===== config.mk =====
export PLATFORM = sky130hd
export DESIGN_NAME = sta_axis
export DESIGN_NICKNAME = d
export VERILOG_FILES = /design/src/hdl/sta_pkg.sv /design/src/hdl/sta_div_cell.sv /design/src/hdl/sta_axis.sv
export SDC_FILE = /design/constraint.sdc
export NUM_CORES = 2
export LEC_CHECK = 0
export ABC_AREA = 1
export BUFFER_PORTS_ARGS = -buffer_cell sky130_fd_sc_hd__buf_2
export CAP_MARGIN = 25
export CORE_UTILIZATION = 30
export CTS_BUF_LIST = sky130_fd_sc_hd__clkbuf_4 sky130_fd_sc_hd__clkbuf_8
export DETAILED_ROUTE_END_ITERATION = 10
export GPL_TIMING_DRIVEN = 1
export SYNTH_ARGS = -nofsm -noshare
export SYNTH_HDL_FRONTEND = slang
export SYNTH_SLANG_ARGS = --single-unit
export TNS_END_PERCENT = 20

===== constraint.sdc =====
create_clock -name i_clk -period 17.81 [get_ports i_clk]
set_input_delay 1.781 -clock i_clk [delete_from_list [all_inputs] [get_ports i_clk]]
set_output_delay 1.781 -clock i_clk [all_outputs]
set_load 0.03 [all_outputs]

===== src/hdl/sta_pkg.sv =====
// Package for the strided tensor address generator.
// Holds field widths and configuration register indexes; no dependencies.
`default_nettype none
package sta_pkg;
    localparam int SIZE_W   = 16;
    localparam int STRIDE_W = 32;
    localparam int ADDR_W   = 50;
    localparam int PROD_W   = SIZE_W + STRIDE_W;
    localparam int IN_W     = 32;
    localparam int CFG_IDX_W = 3;
    localparam int CFG_DATA_W = 32;
    localparam int NUM_AXES = 3;

    localparam logic [CFG_IDX_W-1:0] REG_RANK    = 3'd0;
    localparam logic [CFG_IDX_W-1:0] REG_SIZE0   = 3'd1;
    localparam logic [CFG_IDX_W-1:0] REG_SIZE1   = 3'd2;
    localparam logic [CFG_IDX_W-1:0] REG_SIZE2   = 3'd3;
    localparam logic [CFG_IDX_W-1:0] REG_STRIDE0 = 3'd4;
    localparam logic [CFG_IDX_W-1:0] REG_STRIDE1 = 3'd5;
    localparam logic [CFG_IDX_W-1:0] REG_STRIDE2 = 3'd6;
    localparam logic [CFG_IDX_W-1:0] REG_BASE    = 3'd7;

    typedef logic [SIZE_W-1:0]   t_size;
    typedef logic [STRIDE_W-1:0] t_stride;
    typedef logic [ADDR_W-1:0]   t_addr;
endpackage
`default_nettype wire


===== src/hdl/sta_div_cell.sv =====
// One restoring division step: produces one quotient bit per cell.
// Depends on sta_pkg.
`default_nettype none
module sta_div_cell #(
    parameter int W = 32
) (
    input  wire                 i_clk,
    input  wire                 i_rst_n,
    input  wire                 i_en,
    input  wire                 i_valid,
    input  wire [W-1:0]         i_quo,
    input  sta_pkg::t_size      i_rem,
    input  sta_pkg::t_size      i_div,
    input  sta_pkg::t_addr      i_addr,
    output logic                o_valid,
    output logic [W-1:0]        o_quo,
    output sta_pkg::t_size      o_rem,
    output sta_pkg::t_addr      o_addr
);
    logic [sta_pkg::SIZE_W:0]   trial;
    logic [sta_pkg::SIZE_W:0]   diff;
    logic                       ge;

    assign trial = {i_rem, i_quo[W-1]};
    assign ge    = trial >= {1'b0, i_div};
    assign diff  = trial - {1'b0, i_div};

    always_ff @(posedge i_clk) begin
        if (!i_rst_n) begin
            o_valid <= 1'b0;
        end else if (i_en) begin
            o_valid <= i_valid;
        end
    end

    always_ff @(posedge i_clk) begin
        if (i_en) begin
            o_quo  <= {i_quo[W-2:0], ge};
            o_rem  <= ge ? diff[sta_pkg::SIZE_W-1:0] : trial[sta_pkg::SIZE_W-1:0];
            o_addr <= i_addr;
        end
    end
endmodule
`default_nettype wire


===== src/hdl/sta_axis.sv =====
// One tensor axis: a chain of division cells, a multiply stage and an add stage.
// Depends on sta_pkg and sta_div_cell.
`default_nettype none
module sta_axis #(
    parameter int W = 32
) (
    input  wire                 i_clk,
    input  wire                 i_rst_n,
    input  wire                 i_en,
    input  wire                 i_active,
    input  sta_pkg::t_size      i_size,
    input  sta_pkg::t_stride    i_stride,
    input  wire                 i_valid,
    input  wire [W-1:0]         i_rest,
    input  sta_pkg::t_addr      i_addr,
    output logic                o_valid,
    output logic [W-1:0]        o_rest,
    output sta_pkg::t_addr      o_addr
);
    logic                       c_valid [W+1];
    logic [W-1:0]               c_quo   [W+1];
    sta_pkg::t_size             c_rem   [W+1];
    sta_pkg::t_addr             c_addr  [W+1];
    sta_pkg::t_size             div;
    logic                       zero;
    logic                       r_mvalid;
    logic [W-1:0]               r_mrest;
    logic [sta_pkg::PROD_W-1:0] r_prod;
    sta_pkg::t_addr             r_maddr;

    // Inactive axes divide by one so the index passes through unchanged.
    assign div  = i_active ? i_size : sta_pkg::t_size'(1);
    assign zero = i_active && (i_size == '0);

    assign c_valid[0] = i_valid;
    assign c_quo[0]   = i_rest;
    assign c_rem[0]   = '0;
    assign c_addr[0]  = i_addr;

    for (genvar k = 0; k < W; k++) begin : g_cell
        sta_div_cell #(.W(W)) u_cell (
            .i_clk   (i_clk),
            .i_rst_n (i_rst_n),
            .i_en    (i_en),
            .i_valid (c_valid[k]),
            .i_quo   (c_quo[k]),
            .i_rem   (c_rem[k]),
            .i_div   (div),
            .i_addr  (c_addr[k]),
            .o_valid (c_valid[k+1]),
            .o_quo   (c_quo[k+1]),
            .o_rem   (c_rem[k+1]),
            .o_addr  (c_addr[k+1])
        );
    end

    always_ff @(posedge i_clk) begin
        if (!i_rst_n) begin
            r_mvalid <= 1'b0;
            o_valid  <= 1'b0;
        end else if (i_en) begin
            r_mvalid <= c_valid[W];
            o_valid  <= r_mvalid;
        end
    end

    always_ff @(posedge i_clk) begin
        if (i_en) begin
            r_mrest <= zero ? '0 : c_quo[W];
            r_prod  <= zero ? '0 : sta_pkg::PROD_W'(c_rem[W]) * sta_pkg::PROD_W'(i_stride);
            r_maddr <= c_addr[W];
            o_rest  <= r_mrest;
            o_addr  <= r_maddr + sta_pkg::t_addr'(r_prod);
        end
    end
endmodule
`default_nettype wire


=== Word-level counts from Yosys, hierarchy flattened ===
Index checks and enable logic that the tools add are counted.

* Reductions and logical operators: 2
* Magnitude comparators: 32
* Multiply operators: 1
* $add $sub $neg: 33
* Multiplexer cells: 33

{| class="wikitable"
|+ Operators by type and width
! kind !! number
|-
| $ge 17x16->1 || 31
|-
| $mux 16 || 32
|-
| $sub 16x16->16 || 31
|-
| $add 50x48->50 || 1
|-
| $mul 16x32->48 || 1
|-
| $ge 1x16->1 || 1
|-
| $logic_not 16->1 || 1
|-
| $sub 1x16->16 || 1
|-
| $logic_and 1x1->1 || 1
|-
| $mux 1 || 1
|}

* Register bits: 3382
* Word-level logic and storage cells: 237
* Output and inout bits: 83

=== Longest topological paths before layout ===
* Depth after elaboration: 3
* Depth in mapped cells: 30

=== By module ===
From an unflattened synthesis, not the netlist that was laid out.

* Cells, all modules: 15615
* Area, all modules: 166439.6 µm²

{| class="wikitable"
|+ Modules (own cells, without submodules)
! module !! times used !! area an instance (µm²) !! sequential area each (µm²) !! cells an instance
|-
| sta_div_cell (g_cell[0].u_cell ...) || 18 || 4295.4 || 2962.8 || 371
|-
| sta_div_cell (g_cell[27].u_cell ...) || 13 || 4315.4 || 2962.8 || 372
|-
| sta_axis || 1 || 28692.5 || 6406.1 || 3729
|-
| sta_div_cell (g_cell[26].u_cell) || 1 || 4330.4 || 2962.8 || 372
|}

=== Least setup slack after synthesis ===
No wires, ideal clock.

* Kind: input-to-reg
* Start point: in i_stride[24]
* End point: reg r_prod[47] (netlist name) (data pin)
* Arrival: 6816 ps
* Cell stages on the path: 26
* Required time: 17560 ps
* Setup time: 250 ps
* Slack: 10744 ps
* Cell sequence: clkbuf_1 > clkbuf_1 > nand2_1 > fa_1 > inv_1 > fa_1 > inv_1 > fa_1 > inv_1 > fa_1 > fa_1 > inv_1 > fa_1 > inv_1 > ha_1 > nand2_1 > nor2_1 > inv_1 > nor2_1 > nand2_1 > nor2_1 > nand2_1 > nand3_1 > nand2_1 > inv_1 > nor2_1

* Longest elaborated chain between the ends: 1

{| class="wikitable"
|+ RTL lines
! element !! RTL line !! RTL
|-
| start, declared || sta_axis.sv:12 || <nowiki>input sta_pkg::t_stride i_stride,</nowiki>
|-
| $mul 16x32->48 || sta_axis.sv:70 || <nowiki>r_prod <= zero ? '0 : sta_pkg::PROD_W'(c_rem[W]) * sta_pkg::PROD_W'(i_stride);</nowiki>
|-
| end signal, assigned || sta_axis.sv:70 ||
|-
| end, declared || sta_axis.sv:28 || <nowiki>logic [sta_pkg::PROD_W-1:0] r_prod;</nowiki>
|}

No other way between the ends.
A chain may end at the register's enable or synchronous reset.

=== Final worst setup path ===
* Start point: in i_stride[13]
* End point: reg r_prod[34] (netlist name) (data pin)

Same word-level chain as after synthesis.

==> flow_summary.ini <==
[outcome]
outcome = complete, no violations

[clock_network]
cts_root_buf = clkbuf_8
clk_latency_ns = 1.22
cts-resized-gates = 0
cts.sinks = 3382
clk_path_buf_depth = 4
clk_pin_slew_ns = 0.05
holdBufCountCts = 0
h-tree-depth = 6
cts_setup_buffers = 0
cts_tree = yes
cts_inserted_buffers = 581

[critical_path]
cp_max_fo = 16
startpoint_type = primary input
cp.arrival_ns = 7.48
crit_path_end_kind = register
crit_required_ns = 18.75
critPathKind = in -> reg

[sta]
relSlewSlack_pct = 26.8
slew_violations = 0
fmax_ghz = 0.153
hold_viol_final = 0
setup_tns_ns = 0
clock_skew_ns = 0.0687
final.min_clock_period_ns = 6.54
setup_violations = 0
hold_ws_ns = 0.350
tightest_slew_ns = 1.10
post-route-period-util_pct = 36.7
rsz0062_at_grt = false

[finish]
most-common-layout-cells = 3,348 x edfxtp_1, 3,330 x nand2_1, 1,584 x inv_1, 783 x nand3_1, 775 x nor2_1
area_growth_pct = 13.5
layout-drive-gt1-share_pct = 9.82
fill_cells = 51400
final_nets = 15000
mostFrequentLayoutCell = edfxtp_1
regArea_um2 = 101000
multiInputGateArea_um2 = 48500
instances_no_fill = 21100
fin_area_um2 = 178000

[logic_synthesis]
ys_warn_count = 0
synth.distinct_cells = 51
synthFlopType = edfxtp_1
async_flop_share_pct = 0
ys_seq_area_share_pct = 64.5
ys_ff_latch = 3382
synth_cells = 13100
syn_area_um2 = 157000
synth-edff-count = 3348
syn_area_per_cell_um2 = 12.0
synth_fp_nets = 14300

[routing]
wl_per_cell_um = 16.4
drt-vias-per-instance = 4.43
num_vias = 93600
drc = 0
first_pass_iters = 6
drt_iter0_markers = 6505
wirelength_mm = 347
ant_nets = 0

[placed_design]
port_buffers = 217
placed_area_um2 = 166000
place_hpwl_mm = 232
gp_congestion = 0.882
post-place-cells = 20100

[floorplanning]
ios = 218
die_y_um = 725
dieArea_um2 = 526000
row_count = 265
start_util_pct = 30.1
coreArea_um2 = 521000
die_w_um = 725

[grt]
overflow = 0
grt_pass1_wl_mm = 540
grt_pass1_vias = 93600
antenna_found_initial = 22
grt_max_degree = 185
grt_use_total_pct = 12.9

[worst_hold_path]
hold_path.class = reg -> reg

[job]
timing.max_cap.violations = 0
registers in the layout (all words and copies together), names as in the netlist:
name                   cells
r_mrest                   32
o_valid                    1
o_rest                    32
g_cell.u_cell.o_addr    1600
g_cell.u_cell.o_quo     1024
r_maddr                   50
r_prod                    48
r_mvalid                   1
g_cell.u_cell.o_rem      512
g_cell.u_cell.o_valid     32
o_addr                    50
cell usage after synthesis, types with 2 or more instances:
library cell  instances  area [um2]
and2_1                2        12.5
buf_6                37         417
a21boi_0             32         240
inv_2                17        63.8
fa_1                450        9010
xor2_1              213        1870
nand3_1             783        3920
a21o_1              125         938
nor4_1                6        37.5
xnor2_1              90         788
nor2_2                4        25.0
o21a_2               14         123
a21oi_2               5        43.8
nor2_1              775        2910
a21oi_1             561        2810
o21a_1                3        22.5
or2_2                 5        31.3
nand3b_1              7        52.6
buf_2                51         255
o21bai_1            111         833
clkbuf_1            121         454
nand2_2              42         263
o21ai_0             314        1570
edfxtp_1           3348      101000
buf_8                 4        60.1
o211ai_1              6        45.0
nand4_1              80         500
a31oi_2               3        37.5
nand2_4              33         372
nand2_1            3331       12500
ha_1                666        8330
inv_1              1585        5950
nor3_1              114         571
o21ai_2              39         342
o21ai_1               4        20.0
a31oi_1               7        43.8
buf_4                14         105
o21a_4                6        90.1
dfxtp_1              34         681
worst paths after layout:
kind,start,endpoint,slack (ns),cells past startpoint
worst min register to register,g_cell[3].u_cell.o_quo[26],g_cell[4].u_cell.o_quo[27],0.35,0
worst max register to register,g_cell[31].u_cell.o_rem[11],r_prod[34],11.45,21
worst min-delay path,g_cell[3].u_cell.o_quo[26],g_cell[4].u_cell.o_quo[27],0.35,0
worst max-delay path,i_stride[13],r_prod[34],11.27,21
stage by stage:
stage,util (%),setup slack [ns]
finish,34.2,11.27
global route,34.2,11.04
CTS,34.2,11.45
detailed placement,31.9,10.09
global placement,31.9,10.12
floorplan,-,10.74
critical path: stages:
cell     delay, ns
buf_2         0.40
nand2_1       0.17
fa_1          0.58
inv_1         0.05
fa_1          0.47
fa_1          0.52
fa_1          0.54
fa_1          0.55
inv_1         0.05
fa_1          0.62
inv_1         0.07
ha_1          0.44
nand2_1       0.14
nor2_1        0.24
nand2_1       0.10
nor2_1        0.11
nand2_1       0.06
nand3_1       0.24
nand2_1       0.12
a21oi_1       0.15
nor2_1        0.06
kinds of logic (layout without fill, tap and decap cells):
kind of cell | after synthesis | in the layout | synth area share, %
DFF | 3382 | 3382 | 64.5
xor gates and xnor gates | 303 | 303 | 1.69
adders and majority gates | 1116 | 1116 | 11.0
AOI/OAI and AO/OA | 1231 | 1231 | 4.57
other | 0 | 8 | 0
and+or+nand+nor | 5192 | 5192 | 13.6
buffers and inverters | 1830 | 2938 | 4.66
metal layers:
layer	part of all wire, %	GRT usage [%]	vias up
met2	45	20.5	2416
met1	47	18.0	44600
met3	5.6	2.21	644
li1	-	-	45900
met4	3.0	4.16	12
met5	0.021	0	-
cell type report:
class / instances / area share [%]
inverters: 1603 / 3.38
repair buffers: 313 / 1.15
diodes: 8 / 0.0112
well taps: 6942 / 4.88
clock inverters: 272 / 1.32
multi-input cells: 7842 / 27.2
clock buffers: 750 / 5.22
flip-flops and latches: 3382 / 56.8
Power is left out: the tool's default activity adds up to more than one toggle a clock period on the data nets, which glitch-free logic cannot reach.
